$ cat src/rtl/core/byte_signature_scanner_top_macros.svh
// Assertion macros for the byte signature scanner.
// Used by the top level; expects clk_i and rst_ni in scope.
`ifndef BYTE_SIGNATURE_SCANNER_TOP_MACROS_SVH
`define BYTE_SIGNATURE_SCANNER_TOP_MACROS_SVH

// Property that must hold in the same cycle.
`define BSS_ASSERT(lbl, prop, msg) \
  lbl: assert property (@(posedge clk_i) disable iff (!rst_ni) (prop)) else $error(msg);

// Antecedent in one cycle, consequent in the next.
`define BSS_ASSERT_NEXT(lbl, ante, cons, msg) \
  lbl: assert property (@(posedge clk_i) disable iff (!rst_ni) (ante) |=> (cons)) \
    else $error(msg);

`endif

$ cat src/rtl/core/bss_pkg.sv
// Shared types and constants of the byte signature scanner.
// No dependencies.
package bss_pkg;

  localparam int SIG_LEN  = 16;
  localparam int MAX_SIGS = 16;

  localparam int ACT_W  = 5;
  localparam int SLOT_W = 4;
  localparam int POS_W  = 4;
  localparam int CNT_W  = 16;

  localparam logic       ACT_SCAN  = 1'b0;
  localparam logic       ACT_LOAD  = 1'b1;
  localparam logic [31:0] ELF_MAGIC = 32'h7F45_4C46;
  localparam logic [31:0] PE_MAGIC  = 32'h4D5A_4000;

  typedef struct packed {
    logic              action;
    logic [7:0]        data_byte;
    logic [SLOT_W-1:0] sig_index;
    logic [POS_W-1:0]  sig_byte_pos;
    logic              last_byte;
  } in_t;

  typedef struct packed {
    logic             is_executable;
    logic             virus_found;
    logic [CNT_W-1:0] infected_count;
  } out_t;

  // broadcast to every cell and the header checker
  typedef struct packed {
    logic              scan;
    logic              clear;
    logic              load;
    logic [SLOT_W-1:0] slot;
    logic [POS_W-1:0]  pos;
    logic [7:0]        data;
  } cell_ctl_t;

endpackage

$ cat src/rtl/core/bss_if.sv
// Valid/ready channel interfaces of the byte signature scanner.
// Depends on bss_pkg.
interface bss_in_if;
  logic         valid;
  logic         ready;
  bss_pkg::in_t data;
  modport source (output valid, output data, input ready);
  modport sink (input valid, input data, output ready);
endinterface

interface bss_out_if;
  logic          valid;
  logic          ready;
  bss_pkg::out_t data;
  modport source (output valid, output data, input ready);
  modport sink (input valid, input data, output ready);
endinterface

$ cat src/rtl/core/bss_cell.sv
// One window position: holds that byte of every signature and the window
// byte handed on to the next cell on each scan beat. Depends on bss_pkg.
module bss_cell #(
  parameter int MaxSigs = bss_pkg::MAX_SIGS,
  parameter int CellIdx = 0
) (
  input  logic                 clk_i,
  input  logic                 rst_ni,
  input  bss_pkg::cell_ctl_t   ctl_i,
  input  logic [7:0]           byte_i,
  input  logic                 vld_i,
  output logic [7:0]           byte_o,
  output logic                 vld_o,
  output logic [MaxSigs-1:0]   eq_o
);

  localparam int SlotW = (MaxSigs > 1) ? $clog2(MaxSigs) : 1;

  logic [7:0]         sig_q [MaxSigs];
  logic [7:0]         byte_q;
  logic               vld_q;
  logic               wr_en;

  assign wr_en = ctl_i.load && (int'(ctl_i.pos) == CellIdx) && (int'(ctl_i.slot) < MaxSigs);

  always_ff @(posedge clk_i) begin
    if (wr_en) begin
      sig_q[SlotW'(ctl_i.slot)] <= ctl_i.data;
    end
  end

  // compare the byte arriving at this position against every signature
  always_comb begin
    for (int s = 0; s < MaxSigs; s++) begin
      eq_o[s] = vld_i && (sig_q[s] == byte_i);
    end
  end

  always_ff @(posedge clk_i or negedge rst_ni) begin
    if (!rst_ni) begin
      byte_q <= '0;
      vld_q  <= 1'b0;
    end else if (ctl_i.scan) begin
      byte_q <= ctl_i.clear ? '0 : byte_i;
      vld_q  <= ctl_i.clear ? 1'b0 : vld_i;
    end
  end

  assign byte_o = byte_q;
  assign vld_o  = vld_q;

endmodule

$ cat src/rtl/core/bss_hdr.sv
// Header capture and ELF/PE check over the first four bytes of a file.
// Depends on bss_pkg.
module bss_hdr (
  input  logic               clk_i,
  input  logic               rst_ni,
  input  bss_pkg::cell_ctl_t ctl_i,
  output logic               exec_o
);

  logic [31:0] hdr_d, hdr_q;
  logic [2:0]  cnt_d, cnt_q;

  always_comb begin
    hdr_d = hdr_q;
    cnt_d = cnt_q;
    if (cnt_q < 3'd4) begin
      hdr_d = {hdr_q[23:0], ctl_i.data};
      cnt_d = cnt_q + 3'd1;
    end
  end

  assign exec_o = (cnt_d == 3'd4) &&
                  ((hdr_d == bss_pkg::ELF_MAGIC) || (hdr_d == bss_pkg::PE_MAGIC));

  always_ff @(posedge clk_i or negedge rst_ni) begin
    if (!rst_ni) begin
      hdr_q <= '0;
      cnt_q <= '0;
    end else if (ctl_i.scan) begin
      if (ctl_i.clear) begin
        hdr_q <= '0;
        cnt_q <= '0;
      end else begin
        hdr_q <= hdr_d;
        cnt_q <= cnt_d;
      end
    end
  end

endmodule

$ cat src/rtl/core/byte_signature_scanner_top.sv
// Byte signature scanner: takes one beat per clock, load or scan, with no stall
// while fewer than two file results wait at the output. A file result appears in
// the output register the cycle after its final beat; a second one is held in a
// skid stage. The row of SIG_LEN cells holds the byte window, shifting one place
// per scan beat, and compares it against every signature at once.
// Depends on bss_pkg, bss_if, bss_cell, bss_hdr and the assertion macro header.
`include "byte_signature_scanner_top_macros.svh"

module byte_signature_scanner_top #(
  parameter int SigLen  = bss_pkg::SIG_LEN,
  parameter int MaxSigs = bss_pkg::MAX_SIGS
) (
  input  logic                      clk_i,
  input  logic                      rst_ni,
  input  logic                      cfg_we_i,
  input  logic [bss_pkg::ACT_W-1:0] cfg_wdata_i,
  bss_in_if.sink                    scan_i,
  bss_out_if.source                 res_o
);

  logic                      accept, push, pop;
  bss_pkg::cell_ctl_t        ctl;
  logic [bss_pkg::ACT_W-1:0] active_q;
  logic [MaxSigs-1:0]        act_mask;
  logic [7:0]                cell_byte [SigLen];
  logic                      cell_vld  [SigLen];
  logic [MaxSigs-1:0]        cell_eq   [SigLen];
  logic [MaxSigs-1:0]        all_eq;
  logic                      hit, exec, virus, seen_q;
  logic [bss_pkg::CNT_W-1:0] infected_d, infected_q;
  bss_pkg::out_t             res_new, out_q, skid_q;
  logic                      out_valid_q, skid_valid_q;

  assign scan_i.ready = !skid_valid_q;
  assign accept       = scan_i.valid && scan_i.ready;

  assign ctl.scan  = accept && (scan_i.data.action == bss_pkg::ACT_SCAN);
  assign ctl.load  = accept && (scan_i.data.action == bss_pkg::ACT_LOAD);
  assign ctl.clear = scan_i.data.last_byte;
  assign ctl.slot  = scan_i.data.sig_index;
  assign ctl.pos   = scan_i.data.sig_byte_pos;
  assign ctl.data  = scan_i.data.data_byte;

  assign push = ctl.scan && ctl.clear;

  always_ff @(posedge clk_i or negedge rst_ni) begin
    if (!rst_ni) begin
      active_q <= '0;
    end else if (cfg_we_i) begin
      active_q <= cfg_wdata_i;
    end
  end

  always_comb begin
    for (int s = 0; s < MaxSigs; s++) begin
      act_mask[s] = (s < int'(active_q));
    end
  end

  // newest byte enters the last cell, the oldest leaves cell 0
  for (genvar j = 0; j < SigLen; j++) begin : g_cell
    bss_cell #(
      .MaxSigs (MaxSigs),
      .CellIdx (j)
    ) u_cell (
      .clk_i  (clk_i),
      .rst_ni (rst_ni),
      .ctl_i  (ctl),
      .byte_i ((j == SigLen-1) ? ctl.data : cell_byte[(j == SigLen-1) ? j : j+1]),
      .vld_i  ((j == SigLen-1) ? 1'b1 : cell_vld[(j == SigLen-1) ? j : j+1]),
      .byte_o (cell_byte[j]),
      .vld_o  (cell_vld[j]),
      .eq_o   (cell_eq[j])
    );
  end

  bss_hdr u_hdr (
    .clk_i  (clk_i),
    .rst_ni (rst_ni),
    .ctl_i  (ctl),
    .exec_o (exec)
  );

  always_comb begin
    all_eq = act_mask;
    for (int j = 0; j < SigLen; j++) begin
      all_eq = all_eq & cell_eq[j];
    end
  end

  assign hit   = |all_eq;
  assign virus = exec && (seen_q || hit);

  always_comb begin
    infected_d = infected_q;
    if (virus && (infected_q != {bss_pkg::CNT_W{1'b1}})) begin
      infected_d = infected_q + 1'b1;
    end
  end

  always_ff @(posedge clk_i or negedge rst_ni) begin
    if (!rst_ni) begin
      seen_q     <= 1'b0;
      infected_q <= '0;
    end else if (ctl.scan) begin
      seen_q <= ctl.clear ? 1'b0 : (seen_q || hit);
      if (ctl.clear) begin
        infected_q <= infected_d;
      end
    end
  end

  assign res_new.is_executable  = exec;
  assign res_new.virus_found    = virus;
  assign res_new.infected_count = infected_d;

  // output register plus skid stage
  assign pop = out_valid_q && res_o.ready;

  always_ff @(posedge clk_i or negedge rst_ni) begin
    if (!rst_ni) begin
      out_valid_q  <= 1'b0;
      skid_valid_q <= 1'b0;
    end else if (skid_valid_q) begin
      if (pop) begin
        skid_valid_q <= 1'b0;
      end
    end else if (push) begin
      if (out_valid_q && !pop) begin
        skid_valid_q <= 1'b1;
      end else begin
        out_valid_q <= 1'b1;
      end
    end else if (pop) begin
      out_valid_q <= 1'b0;
    end
  end

  always_ff @(posedge clk_i) begin
    if (skid_valid_q) begin
      if (pop) begin
        out_q <= skid_q;
      end
    end else if (push) begin
      if (out_valid_q && !pop) begin
        skid_q <= res_new;
      end else begin
        out_q <= res_new;
      end
    end
  end

  assign res_o.valid = out_valid_q;
  assign res_o.data  = out_q;

  `BSS_ASSERT(a_skid_behind_out, !skid_valid_q || out_valid_q, "skid full with output empty")
  `BSS_ASSERT_NEXT(a_push_lands, push, out_valid_q, "file result lost")
  `BSS_ASSERT_NEXT(a_row_cleared, push, !cell_vld[0] && cell_byte[0] == '0, "window not cleared")
  `BSS_ASSERT(a_count_moves_on_push, (infected_q == $past(infected_q)) || $past(push),
              "infected count changed outside a final beat")

endmodule
$ cat src/flat_wrapper.sv
// flat-port wrapper written by rule: the top's interface ports become plain ports
module byte_signature_scanner_top_flat 
#(
  parameter int SigLen  = bss_pkg::SIG_LEN,
  parameter int MaxSigs = bss_pkg::MAX_SIGS
)
  (clk_i, rst_ni, cfg_we_i, cfg_wdata_i, scan_i_valid, scan_i_data, scan_i_ready, res_o_valid, res_o_data, res_o_ready);
  bss_in_if scan_i_i ();
  bss_out_if res_o_i ();
  input  logic clk_i;
  input  logic rst_ni;
  input  logic cfg_we_i;
  input  logic [bss_pkg::ACT_W-1:0] cfg_wdata_i;
  input wire logic [$bits(scan_i_i.valid)-1:0] scan_i_valid;
  input wire logic [$bits(scan_i_i.data)-1:0] scan_i_data;
  output wire logic [$bits(scan_i_i.ready)-1:0] scan_i_ready;
  output wire logic [$bits(res_o_i.valid)-1:0] res_o_valid;
  output wire logic [$bits(res_o_i.data)-1:0] res_o_data;
  input wire logic [$bits(res_o_i.ready)-1:0] res_o_ready;
  assign scan_i_i.valid = scan_i_valid;
  assign scan_i_i.data = scan_i_data;
  assign scan_i_ready = scan_i_i.ready;
  assign res_o_valid = res_o_i.valid;
  assign res_o_data = res_o_i.data;
  assign res_o_i.ready = res_o_ready;
  byte_signature_scanner_top #(.SigLen(SigLen), .MaxSigs(MaxSigs)) u_core (.clk_i(clk_i), .rst_ni(rst_ni), .cfg_we_i(cfg_we_i), .cfg_wdata_i(cfg_wdata_i), .scan_i(scan_i_i), .res_o(res_o_i));
endmodule
$ cat config.mk
export PLATFORM = sky130hd
export DESIGN_NAME = byte_signature_scanner_top_flat
export DESIGN_NICKNAME = d
export VERILOG_FILES = /design/src/rtl/core/bss_pkg.sv /design/src/rtl/core/bss_if.sv /design/src/rtl/core/bss_cell.sv /design/src/rtl/core/bss_hdr.sv /design/src/rtl/core/byte_signature_scanner_top.sv /design/src/flat_wrapper.sv
export VERILOG_INCLUDE_DIRS = /design/src /design/src/rtl/core
export SDC_FILE = /design/constraint.sdc
export NUM_CORES = 2
export LEC_CHECK = 0
export BUFFER_PORTS_ARGS = -buffer_cell sky130_fd_sc_hd__buf_2
export CAP_MARGIN = 40
export CORE_MARGIN = 1.5
export CORE_UTILIZATION = 64
export DETAILED_ROUTE_END_ITERATION = 16
export GPL_TIMING_DRIVEN = 0
export PLACE_DENSITY = 0.8
export SLEW_MARGIN = 5
export SYNTH_ARGS = -nofsm -noshare
export SYNTH_HDL_FRONTEND = slang
export SYNTH_HIERARCHICAL = 1
export SYNTH_SLANG_ARGS = --single-unit
$ cat constraint.sdc
create_clock -name clk_i -period 5.15 [get_ports clk_i]
set_input_delay 0 -clock clk_i [delete_from_list [all_inputs] [get_ports clk_i]]
set_output_delay 0 -clock clk_i [all_outputs]
set_load 0.05 [all_outputs]
==> impl_metrics.yaml <==
clock_tree:
  cts_buffers: 220
  root_buffer: "clkbuf_16"
  clk_latency_ns: 0.84
  clk_pin_slew_worst_paths_ns: 0.06
  cts_tree: "built"
  cts.sinks: 2278
  cts_buffer_depth: 3
  post_cts_buffers: 0
  htree_levels: 4
yosys:
  yosysWarnings: 6
  synth_nets: 7065
  avgSynthCellArea_um2: 14.6
  synth_area_um2: 103000
  synth_cells: 7035
timing:
  hold_viol: 0
  worst_slew_pin_slew_ns: 0.984
  rsz0062_at_grt: "false"
  fin_ws_ns: 0.166
  holdWs_ns: 0.0467
  drv_slew: 0
  fin_crit_ns: 4.98
  finalSetupViolations: 0
  fmax_ghz: 0.201
  slew_headroom_pct: 34.4
  finalCritPeriodShare_pct: 96.8
  final.setup_skew_ns: 0.0328
setup_path:
  cp_slowest_cell: "or4_1"
  cp.required_ns: 5.70
  r2r_setup_slack_ns: 0.52
  critical_path.top_delay_family: "buffers and inverters"
  cp_cell_sequence: "dlygate4sd3_1 -> buf_8 -> buf_16 -> buf_16 -> buf_6 -> buf_6 -> xnor2_1 -> nand4_1 -> nor3_2 -> nand4_1 -> or4_1 -> a2bb2oi_1 -> nand4_1 -> o31ai_1 -> buf_4 -> buf_4 -> buf_6 -> o31ai_1 -> a31oi_1"
  crit_start: "scan_i_data[15]"
  crit_arrival_ns: 5.54
  setup.worst_path.end: "u_core/res_o.data[5]"
  cp-end-kind: "flip-flop"
  cp_max_fo: 87
  path_depth: 19
  cpPeakStageDelay_ns: 0.63
  start_kind: "input pin"
  rr_startpoint: "u_core/g_cell[9].u_cell/byte_o[1]"
  path_buf_inv: 9
  reg2regPathDepth: 15
  critPathKind: "input pin to flip-flop"
  r2r_end: "u_core/res_o.data[5]"
power:
  p_leak_uw: 0.0344
  power_density_nw_per_um2: 354
  ir_drop_mv: 0.494
  total_power_uw: 40800
detailed_routing:
  wl_per_cell_um: 26.1
  vias: 59543
  postRouteAntennaNets: 0
  drt-pass1-iter-count: 6
  drc: 0
  drt_iter0_drc: 6986
  postRouteWirelength_um: 256000
  routed_via_density: 6.06
die:
  die-area_um2: 163000
  die_h_um: 404
  start_util_pct: 64.3
  row_count: 147
  core-area_um2: 160000
  pin_count: 48
  chipWidth_um: 404
place:
  port_buffers: 47
  pre_cts_slack_ns: -0.326
  dp_cells: 9377
  gp_congestion: 0.864
  dpl.hpwl_um: 157000
final_layout:
  nets: 7504
  final_cells: 9832
  syn2layout_area_growth_pct: 12.0
  regArea_um2: 67400
  multi_input_area_um2: 31300
  drive_gt1_share_pct: 14.6
  utilization_pct: 72.0
  fillCellCount: 9923
run:
  max_cap_violations: 0
global_routing:
  gr-usage-all-layers_pct: 31.4
  antenna_found_initial: 13
  grt_max_degree: 106
  grt_pass1_wl_um: 376000
  grt_pass1_vias: 59095
  grt_overflow: 0
worst_hold_path:
  min_from: "scan_i_valid"
  hp-class: "input pin to flip-flop"
status:
  status: "completed"
where the power goes:
group / internal, µW / switching, µW / total, µW
combinational: 1440 / 2400 / 3830
clock: 9560 / 6780 / 16300
sequential: 20400 / 232 / 20600
worst reg2reg max path: stages (launching register included):
cell and delay (ns):
dfrtp_1 0.34, buf_2 0.34, buf_6 0.26, xnor2_1 0.15, nand2_1 0.07, nor3_1 0.52
nand4_1 0.47, or4_1 0.63, o22ai_1 0.20, a211o_1 0.15, o31ai_1 0.14, buf_4 0.22
buf_4 0.17, buf_6 0.15, o31ai_1 0.38, a31oi_1 0.16
placed cells by master (no fill, tap or decap), drive strengths merged, types with 94 or more instances in the layout:
| cell | instances |
|---|---|
| nand3 | 297 |
| dfrtp | 194 |
| xnor2 | 2048 |
| buf | 496 |
| nor2 | 180 |
| nor3 | 380 |
| o21ai | 147 |
| clkinv | 94 |
| inv | 164 |
| nand4 | 329 |
| nand3b | 177 |
| nand2 | 334 |
| edfxtp | 2084 |
| clkbuf | 365 |
state kept, by name, summed over array words and instances, names as in the netlist:
register	cells
u_core/g_cell.u_cell/vld_o	15
u_core/u_hdr/hdr_q	32
u_core/g_cell.u_cell/sig_q	2048
u_core/res_o.valid	1
u_core/seen_q	1
u_core/skid_valid_q	1
u_core/active_q	5
u_core/u_hdr/cnt_q	3
u_core/res_o.data	18
u_core/infected_q	16
u_core/g_cell.u_cell/byte_o	120
u_core/skid_q	18
how the worst min path moves through the flow:
stage | endpoint | slack (ns) | cells past startpoint
floorplan | u_core/active_q[0] | -0.30 | 0
global placement | u_core/skid_valid_q | 0.21 | 2
detailed placement | u_core/infected_q[4] | -0.20 | 1
CTS | u_core/u_hdr/hdr_q[29] | 0.005 | 6
global route | u_core/u_hdr/hdr_q[29] | 0.04 | 6
finish | u_core/infected_q[12] | 0.05 | 5
what timing repair did:
item	CTS	global route
resized for setup	0	0
hold buffers	33	0
endpoints found under the hold margin	1596	0
through the flow:
| stage | TNS [ns] | cell area (µm²) |
|---|---|---|
| final | 0 | 115000 |
| after global routing | 0 | 115000 |
| after CTS | 0 | 115000 |
| after detailed placement | -7.38 | 108000 |
| after global placement | -4366.65 | 106000 |
| after floorplan | 0 | 103000 |
area by class of cell:
type,instances,share of cell area (%)
timing repair buffer,217,1.85
buffer,394,3.28
clock inverter,132,1.16
antenna,3,0.00651
tap,2160,2.34
sequential,2278,58.5
multi-input combinational,4206,27.1
clock buffer,285,5.23
inverter,157,0.511
routing by layer:
layer,global-route usage (%),wire length (µm)
met5,0,77
met4,11.9,9870
met3,5.33,24400
met2,50.6,121000
met1,43.3,100000
No activity file was read; power rests on OpenSTA's default activity.
